<file path="src/rtl/assert_macros.svh">
// Assertion macros for the max pooling RTL.
`ifndef ASSERT_MACROS_SVH
`define ASSERT_MACROS_SVH

// Same-cycle implication, disabled while reset is active.
`define ASSERT_IMP(label, clk, rst_n, ante, cons, msg) \
    label: assert property (@(posedge clk) disable iff (!rst_n) (ante) |-> (cons)) \
        else $error(msg);

// Next-cycle implication, disabled while reset is active.
`define ASSERT_NEXT(label, clk, rst_n, ante, cons, msg) \
    label: assert property (@(posedge clk) disable iff (!rst_n) (ante) |=> (cons)) \
        else $error(msg);

`endif

</file>
<file path="src/rtl/mp2d_pkg.sv">
// Shared types and constants for the 2-D max pooling core.
package mp2d_pkg;

    // Parameter defaults
    localparam int DEF_MAX_WIDTH   = 256;
    localparam int DEF_MAX_WINDOW  = 8;
    localparam int DEF_SAMPLE_BITS = 16;

    // Fixed field widths
    localparam int CFG_IDX_W  = 3;
    localparam int CFG_DATA_W = 11;
    localparam int HEIGHT_W   = 9;
    localparam int WIDTH_W    = 9;
    localparam int WINDOW_W   = 4;
    localparam int STEP_W     = 4;
    localparam int CHANNELS_W = 11;
    localparam int ROW_W      = 8;
    localparam int CHAN_W     = 10;
    localparam int OUT_POS_W  = 8;

    // Register limits and reset values
    localparam int MAX_HEIGHT   = 256;
    localparam int MAX_CHANNELS = 1024;
    localparam logic [HEIGHT_W-1:0]   RST_MAP_HEIGHT    = 9'd8;
    localparam logic [WIDTH_W-1:0]    RST_MAP_WIDTH     = 9'd8;
    localparam logic [WINDOW_W-1:0]   RST_WINDOW_SIZE   = 4'd2;
    localparam logic [STEP_W-1:0]     RST_STEP_SIZE     = 4'd2;
    localparam logic [CHANNELS_W-1:0] RST_CHANNEL_COUNT = 11'd1;

    // Configuration register indexes
    typedef enum logic [CFG_IDX_W-1:0] {
        CFG_MAP_HEIGHT    = 3'd0,
        CFG_MAP_WIDTH     = 3'd1,
        CFG_WINDOW_SIZE   = 3'd2,
        CFG_STEP_SIZE     = 3'd3,
        CFG_CHANNEL_COUNT = 3'd4
    } cfg_reg_t;

    // Sequencer states
    typedef enum logic [1:0] {
        ST_IDLE,
        ST_SCAN,
        ST_LAST,
        ST_EMIT
    } state_t;

    // Window tracker status for one dimension
    typedef struct packed {
        logic hit;
        logic last;
    } win_status_t;

endpackage

</file>
<file path="src/rtl/mp2d_win_track.sv">
// Pooling window tracker for one dimension: finds the window that ends at a position.
module mp2d_win_track #(
    parameter int POS_W = mp2d_pkg::ROW_W,
    parameter int WIN_W = $clog2(mp2d_pkg::DEF_MAX_WINDOW + 1)
) (
    input  logic                        clk,
    input  logic                        rst_n,
    input  logic                        clear,
    input  logic                        advance,
    input  logic [POS_W:0]              n_dim,
    input  logic [WIN_W-1:0]            win,
    input  logic [mp2d_pkg::STEP_W-1:0] step,
    input  logic [POS_W-1:0]            pos,
    output mp2d_pkg::win_status_t       status,
    output logic [POS_W-1:0]            idx,
    output logic [POS_W-1:0]            first_pos
);

    // Room for a start past the edge plus a full window
    localparam int TRK_W = POS_W + 3;

    logic [TRK_W-1:0] start_reg, start_next;
    logic [POS_W-1:0] idx_reg, idx_next;
    logic [TRK_W-1:0] end_pos;
    logic [TRK_W-1:0] n_last;
    logic [TRK_W-1:0] pos_x;

    // Unclipped end of the pending window and the last position of the map
    assign end_pos = start_reg + TRK_W'(win) - TRK_W'(1);
    assign n_last  = TRK_W'(n_dim) - TRK_W'(1);
    assign pos_x   = TRK_W'(pos);

    // Hit on the clipped end; last when no further window exists
    always_comb
    begin
        status.hit  = (start_reg <= pos_x) &&
                      ((pos_x == end_pos) || ((pos_x == n_last) && (end_pos > n_last)));
        status.last = (end_pos >= n_last) ||
                      ((start_reg + TRK_W'(step)) >= TRK_W'(n_dim));
    end

    assign idx       = idx_reg;
    assign first_pos = start_reg[POS_W-1:0];

    // Step to the next window origin
    always_comb
    begin
        start_next = start_reg;
        idx_next   = idx_reg;
        if (clear)
        begin
            start_next = '0;
            idx_next   = '0;
        end
        else if (advance)
        begin
            start_next = start_reg + TRK_W'(step);
            idx_next   = idx_reg + POS_W'(1);
        end
    end

    always_ff @(posedge clk or negedge rst_n)
    begin
        if (!rst_n)
        begin
            start_reg <= '0;
            idx_reg   <= '0;
        end
        else
        begin
            start_reg <= start_next;
            idx_reg   <= idx_next;
        end
    end

endmodule

</file>
<file path="config.mk">
export PLATFORM = sky130hd
export DESIGN_NAME = mp2d_win_track
export DESIGN_NICKNAME = d
export VERILOG_FILES = /design/src/rtl/assert_macros.svh /design/src/rtl/mp2d_pkg.sv /design/src/rtl/mp2d_win_track.sv
export SDC_FILE = /design/constraint.sdc
export NUM_CORES = 1
export LEC_CHECK = 0
export BUFFER_PORTS_ARGS = -buffer_cell sky130_fd_sc_hd__buf_2
export CORE_UTILIZATION = 54
export CTS_BUF_LIST = sky130_fd_sc_hd__clkbuf_8
export DETAILED_ROUTE_END_ITERATION = 8
export PLACE_DENSITY_LB_ADDON = 0.25
export REMOVE_ABC_BUFFERS = 1
export SETUP_SLACK_MARGIN = 0.15
export SLEW_MARGIN = 20
export SYNTH_ARGS = -nofsm -noshare
export SYNTH_HDL_FRONTEND = slang
export SYNTH_SLANG_ARGS = --single-unit
export TNS_END_PERCENT = 20
</file>
<file path="constraint.sdc">
create_clock -name clk -period 3.62 [get_ports clk]
set_clock_uncertainty 0.1 [all_clocks]
set_input_delay 0.362 -clock clk [delete_from_list [all_inputs] [get_ports clk]]
set_output_delay 0.362 -clock clk [all_outputs]
set_load 0.01 [all_outputs]
</file>
Word-level counts from Yosys, hierarchy flattened
Index checks and enable logic that the tools add are counted.
- register bits after elaboration: 19
- memories kept: 0
- ROM bits: 0
- logic and storage cells: 22
- output and inout bits: 18
- memory bits (writable): 0
- bits in latches: 0
- input port bits: 29
- multiplexer cells: 4
- shifts and indexed selects: 0
- equal/unequal tests: 2
- $lt $le $gt $ge: 4
- multiply operators: 0
- reductions and logical operators: 5
- bitwise logic cells: 0
- add/subtract/negate cells: 5
- div/mod/pow operators: 0
- operators by type and width (operator ; count):
    $add A11 B4 Y11 ; 2
    $eq A8 B11 Y1 ; 2
    $mux W11 ; 2
    $mux W8 ; 2
    $ge A11 B11 Y1 ; 1
    $ge A11 B9 Y1 ; 1
    $gt A11 B11 Y1 ; 1
    $le A11 B8 Y1 ; 1
    $sub A11 B1 Y11 const B ; 1
    $sub A9 B1 Y10 const B ; 1
    $add A8 B1 Y8 const B ; 1
    $logic_and A1 B1 Y1 ; 2
    $logic_or A1 B1 Y1 ; 2
    $reduce_bool A2 Y1 ; 1

Logic depth before layout (Yosys ltp)
Gate-level depths: netlist of the first run.
- depth after elaboration: 6
- mapped depth: 18
- depth with buffers taken out: 18

Worst setup path before layout of the first run
OpenSTA, ideal clock, no wires.
- path type: register to output
- start point: reg start_reg[1]
- end point: out status[0] in the netlist's numbering
- data required time: 3.158 ns
- stages on the path, launching flop included: 18
- setup slack: -0.289 ns
- data arrival time: 3.447 ns
- cell sequence: dfrtp_1 -> inv_1 -> ha_1 -> inv_1 -> ha_1 -> inv_1 -> fa_1 -> nor2b_1 -> o2111ai_1 -> and3_1 -> o21ai_0 -> nand2b_1 -> ha_1 -> and4_1 -> a221o_1 -> a31oi_1 -> o211ai_1 -> a211o_1
- RTL lines (what ; RTL line ; source):
    start: declaration ; mp2d_win_track.sv:22 ; logic [TRK_W-1:0] start_reg, start_next;
    start signal: assignment ; mp2d_win_track.sv:71 ; start_reg <= start_next;
    end: declaration ; mp2d_win_track.sv:14 ; output mp2d_pkg::win_status_t status,

==> results of run 1 <==
## logic make-up (layout without fill, tap and decap cells)
kind of cell | Yosys count | after routing | share of synthesized area
flip-flops | 19 | 19 | 0.1575
AND/OR/NAND/NOR | 113 | 113 | 0.1882
multiplexers | 8 | 8 | 0.02695
AO/OA/AOI/OAI | 72 | 72 | 0.1725
buffers and inverters | 70 | 165 | 0.09867
XOR/XNOR | 41 | 41 | 0.1190
adder cells (fa/ha/maj) | 56 | 56 | 0.2371
## layout make-up
class / count / area (um2) / share of cell area
timing repair buffer: 110 / 716.9 / 0.1818
clock inverter: 1 / 7.507 / 0.001904
tap: 70 / 87.58 / 0.02221
clock buffer: 3 / 41.29 / 0.01047
multi-input combinational: 290 / 2424 / 0.6145
inverter: 51 / 191.4 / 0.04854
sequential: 19 / 475.5 / 0.1206
## repair_timing
item / 4_1_cts / 5_1_grt
resized for setup: 19 / 15
pin swaps: 15 / 16
cloned: 0 / 0
setup endpoints to repair: 2 / 2
hold buffers: 1 / 0
hold endpoints to repair: 19 / 0
buffers inserted: 4 / 4
## cells in the mapped netlist, drive strengths merged (7+ instances only)
library cell	count
nor2	37
nor3	13
ha	54
a21oi	12
inv	50
nand3	10
clkbuf	8
nand2	18
xor2	8
xnor2	33
dfrtp	19
nand4	9
mux2i	7
a21o	15
o21ai	13
buf	11
## worst max-delay path, cell delays in order (launching register included)
cell,delay (ns)
dfrtp_1,0.37
inv_2,0.07
ha_4,0.27
inv_2,0.04
ha_4,0.15
buf_4,0.13
a21o_4,0.22
a221oi_4,0.31
buf_6,0.15
o41ai_2,0.07
xnor2_1,0.23
ha_1,0.28
and4_4,0.16
a221o_1,0.36
a31oi_4,0.18
o211ai_1,0.11
a211o_1,0.22
buf_2,0.13
## metrics by stage
stage          setup slack (ns)  total power, mW  setup TNS (ns)    util
6_report                -0.5653            1.189          -1.079  0.7530
5_1_grt                 -0.6676            1.284          -1.293  0.7530
4_1_cts                 -0.6058            1.112          -1.200  0.7312
3_5_place_dp            -0.6091           0.8946          -1.164  0.6954
3_3_place_gp            -0.6195           0.8802          -1.140  0.6954
2_1_floorplan           -0.3524           0.6519         -0.6790       -
## metal layers
metal  up-vias  GRT usage  part of all wire  wire [um]
li1       1513          -                 -          -
met1      1419     0.3650              0.45       3622
met2        92     0.4857              0.48       3907
met3         8    0.04881             0.058        469
met4         0    0.03462            0.0076         61
met5         -          0                 0          0
## power groups by stage
stage / logic [mW] / registers [mW] / clock network (mW)
6_report: 0.809 / 0.229 / 0.152
5_1_grt: 0.888 / 0.230 / 0.166
3_3_place_gp: 0.648 / 0.232 / 0
4_1_cts: 0.729 / 0.229 / 0.154
3_5_place_dp: 0.662 / 0.232 / 0
2_1_floorplan: 0.412 / 0.240 / 0
## worst paths after layout
kind / end
min in group asynchronous: idx[3]
worst max register to register: start_reg[10]
worst max-delay path: status[0]
max in group asynchronous: start_reg[3]
worst min-delay path: idx[2]
worst min register to register: idx[6]
==> results.toml, run 1 <==
[routing]
ant_nets = 0
vias_per_cell = 5.574
wire_per_inst_um = 14.82
routed_wl_mm = 8.060
firstDrtPassIters = 4
initialDrtViolationCount = 148
vias = 3032
drc = 0

[global_route]
grt_pass1_wl_mm = 13.14
grt_pass1_vias = 2881
groute.usage.overall = 0.2783
overflow = 0
grt_max_degree = 21
antenna_found_initial = 0

[cts]
cts_buffer_depth = 2
numCtsBuffers = 3
clock_sinks = 19
worst_skew_pair.late_latency_ns = 0.26
cts.reportedPaths.clkPinSlew_ns = 0.07
cts_tree = "built"
cts-htree-levels = 1
cts-root-buf = "clkbuf_8"

[sta]
worst_slack_ns = -0.5653
hold_viol = 0
max_freq_mhz = 238.9
min_period_ns = 4.185
period_share = 1.156
timing.hold.ws_ns = 0.3934
max_slew_margin = 0.6137
slew_violations = 0
finalSetupViolations = 2
worst_slew_pin_slew_ns = 0.5714
rsz0062_at_grt = "true"

[worst_setup_path]
r2r_setup_slack_ns = 1.14
required_ns = 3.16
regToRegStartpoint = "start_reg[1]"
start_kind = "flip-flop"
crit_path_end_kind = "output port"
cp-startpoint = "start_reg[1]"
rr_worst_depth = 12
cp_max_fo = 3
crit_arrival_ns = 3.72
crit_type = "reg2out"

[final_layout]
mostFrequentLayoutCells = "buf_4 (62), ha_1 (49), buf_2 (46)"
nets = 560
largest_reg_flops = 11
final_common_cell = "buf_4"
nFillCells = 401
drive_above_1_share = 0.3101
finalInstanceArea_um2 = 3944
layout.cells.non_filler = 544
diodes = 0
syn2layout_area_growth_pct = 30.68

[synthesis]
postSynthAreaPerCell_um2 = 7.963
synth_seq_cells = 19
mappedNetlistArea_um2 = 3018
synth_top_area_share = 0.2239
syn_inst = 379
synth-edff-count = 0
yosysWarningCount = 0
synth_area_leaders = "ha_1 (22%), dfrtp_1 (16%), xnor2_1 (9.6%), inv_1 (6.2%), nor2_1 (4.6%)"
synth_top_cell_by_area = "ha_1"
ys_async_sr_fraction = 1.000
synth_top_flop_cell = "dfrtp_1"
synthDistinctLibCells = 56
synth_seq_area_share = 0.1575

[run]
cap_violations = 0

[outcome]
run_status = "complete, but fails checks"
failed_checks = "negative setup slack"

[power_and_ir_drop]
power_frac_seq = 0.192
p_leak_nw = 2.032
pwr-share-clk = 0.128
combPwrFrac = 0.680
swShare = 0.4063
p_switching_uw = 483.3
p_per_area_nw_per_um2 = 301.6
ir_worst_vdd_mv = 0.1784
p_int_uw = 706.1

[floorplanning]
dieWidth_um = 76.76
initial_utilization = 0.5762
die_h_um = 76.76
core_um2 = 5238
die_area_um2 = 5891
rows = 26
boundaryPins = 47

[placed_design]
dpl.hpwl_mm = 6.375
gp_congestion = 0.9152
dp_cells = 531
place_area_um2 = 3642
io_buffers = 46

[hold_path]
holdPathStages = 2
hp-start = "clear"
min_path_type = "in2reg"
(Power assumes the default switching activity.)
==> run 2, diff against run 1 <==
--- a/config.mk
+++ b/config.mk
@@ -9,7 +9,7 @@
 export CORE_UTILIZATION = 54
 export CTS_BUF_LIST = sky130_fd_sc_hd__clkbuf_8
 export DETAILED_ROUTE_END_ITERATION = 8
-export PLACE_DENSITY_LB_ADDON = 0.25
+export PLACE_DENSITY = 0.92
 export REMOVE_ABC_BUFFERS = 1
 export SETUP_SLACK_MARGIN = 0.15
 export SLEW_MARGIN = 20
==> results.toml, run 2 (synthesis results as in run 1) <==
[outcome]
failed_checks = "negative setup slack"
run_status = "complete, but fails checks"

[cts]
clock_sinks = 19
cts_buffer_depth = 2
numCtsBuffers = 3
cts_tree = "built"
cts-htree-levels = 1
worst_skew_pair.late_latency_ns = 0.27
cts-root-buf = "clkbuf_8"
cts.reportedPaths.clkPinSlew_ns = 0.08

[global_route]
grt_pass1_vias = 3201
grt_pass1_wl_mm = 14.17
grt_max_degree = 21
overflow = 0
antenna_found_initial = 0
groute.usage.overall = 0.2975

[worst_setup_path]
start_kind = "flip-flop"
cp_max_fo = 3
slowest_delay_ns = 0.39
crit_type = "reg2out"
crit_arrival_ns = 3.81
path_buf_inv = 4
cp_slowest_cell = "dfrtp_1"
crit_path_end_kind = "output port"
required_ns = 3.16
cp_top_family = "compound AO/OA/AOI/OAI gates"
crit_chain = "inv_2 -> ha_4 -> inv_2 -> ha_4 -> inv_2 -> fa_2 -> nor2b_2 -> o2111ai_2 -> and3_4 -> nor3_4 -> nand2b_4 -> ha_4 -> and4_1 -> a221o_1 -> a31oi_2 -> o211ai_1 -> a211o_1 -> buf_2"

[placed_design]
place_area_um2 = 3642
io_buffers = 46
gp_congestion = 0.9185
dp_cells = 531
dpl.hpwl_mm = 6.781
place_ws_ns = -0.6807

[sta]
period_share = 1.179
worst_slack_ns = -0.6495
max_freq_mhz = 234.2
slew_violations = 0
min_period_ns = 4.269
finalSetupViolations = 2
rsz0062_at_grt = "true"
worst_slew_pin_slew_ns = 0.5792
hold_viol = 0
max_slew_margin = 0.6084

[final_layout]
mostFrequentLayoutCells = "buf_4 (58), ha_1 (49), buf_2 (46)"
largest_reg_flops = 11
final_common_cell = "buf_4"
nets = 555
nFillCells = 370
drive_above_1_share = 0.3028
syn2layout_area_growth_pct = 29.02
finalInstanceArea_um2 = 3894
diodes = 0
layout.cells.non_filler = 539

[floorplanning]
die_h_um = 76.76
rows = 26
dieWidth_um = 76.76
initial_utilization = 0.5762
core_um2 = 5238
boundaryPins = 47
die_area_um2 = 5891

[routing]
drc = 0
firstDrtPassIters = 7
vias_per_cell = 5.889
ant_nets = 0
routed_wl_mm = 8.668
initialDrtViolationCount = 213
wire_per_inst_um = 16.08
vias = 3174

[power_and_ir_drop]
p_per_area_nw_per_um2 = 302.7
total_power_mw = 1.179
p_leak_nw = 2.010
ir_worst_vdd_mv = 0.2185

[run]
cap_violations = 0

[hold_path]
min_path_type = "in2reg"
-- run 2: changes by cell type in the layout (fill, tap and decap cells not counted), sizes merged --
cell	previous run	this run
clkinvlp	1	0
buf	109	104
clkinv	1	2
-- run 2: report_power, final --
part	switching (mW)	internal, mW	leakage, nW	total [mW]
sequential	0.00934	0.221	0.261	0.230
clock	0.0768	0.0768	0.0255	0.154
combinational	0.407	0.388	1.72	0.795
-- run 2: path summary, 6_finish.rpt --
check,startpoint,endpoint,slack [ns],depth (start not counted)
worst max-delay path,start_reg[1],status[0],-0.65,18
worst max register to register,start_reg[0],start_reg[10],1.21,11
worst min register to register,idx[7],idx[7],0.46,2
max in group asynchronous,rst_n,start_reg[8],2.64,2
worst min-delay path,clear,start_reg[0],0.40,2
min in group asynchronous,rst_n,idx[7],0.47,2
-- run 2: layout make-up --
| type | instances | area, um2 | share of cell area |
|---|---|---|---|
| clock buffer | 3 | 41.29 | 0.01060 |
| clock inverter | 1 | 5.005 | 0.001285 |
| inverter | 51 | 191.4 | 0.04916 |
| sequential | 19 | 475.5 | 0.1221 |
| multi-input combinational | 290 | 2417 | 0.6208 |
| timing repair buffer | 105 | 675.6 | 0.1735 |
| tap | 70 | 87.58 | 0.02249 |
-- run 2: stage by stage --
stage	utilization	TNS (ns)	hold slack (ns)
finish	0.7434	-1.286	0.3972
global route	0.7434	-1.516	0.4193
CTS	0.7346	-1.341	0.3906
detailed placement	0.6954	-1.287	0.2337
global placement	0.6954	-1.022	0.2210
floorplan	-	-0.6790	-0.03359
-- run 2: routing by layer --
metal  routed length [um]  vias to the layer above  global-route usage
met5                    0                        -                   0
met4                  218                        0              0.1212
met3                  425                       24             0.02143
met2                 4410                      125              0.5429
met1                 3613                     1521              0.3572
li1                     -                     1504                   -
-- run 2: what timing repair did --
item                       in CTS  in global routing
pin swaps                      18                  7
gates cloned                    0                  0
setup buffers                   1                  2
hold buffers                    1                  0
setup endpoints to repair       2                  2
hold endpoints to repair       19                  0
resized for setup              24                  8
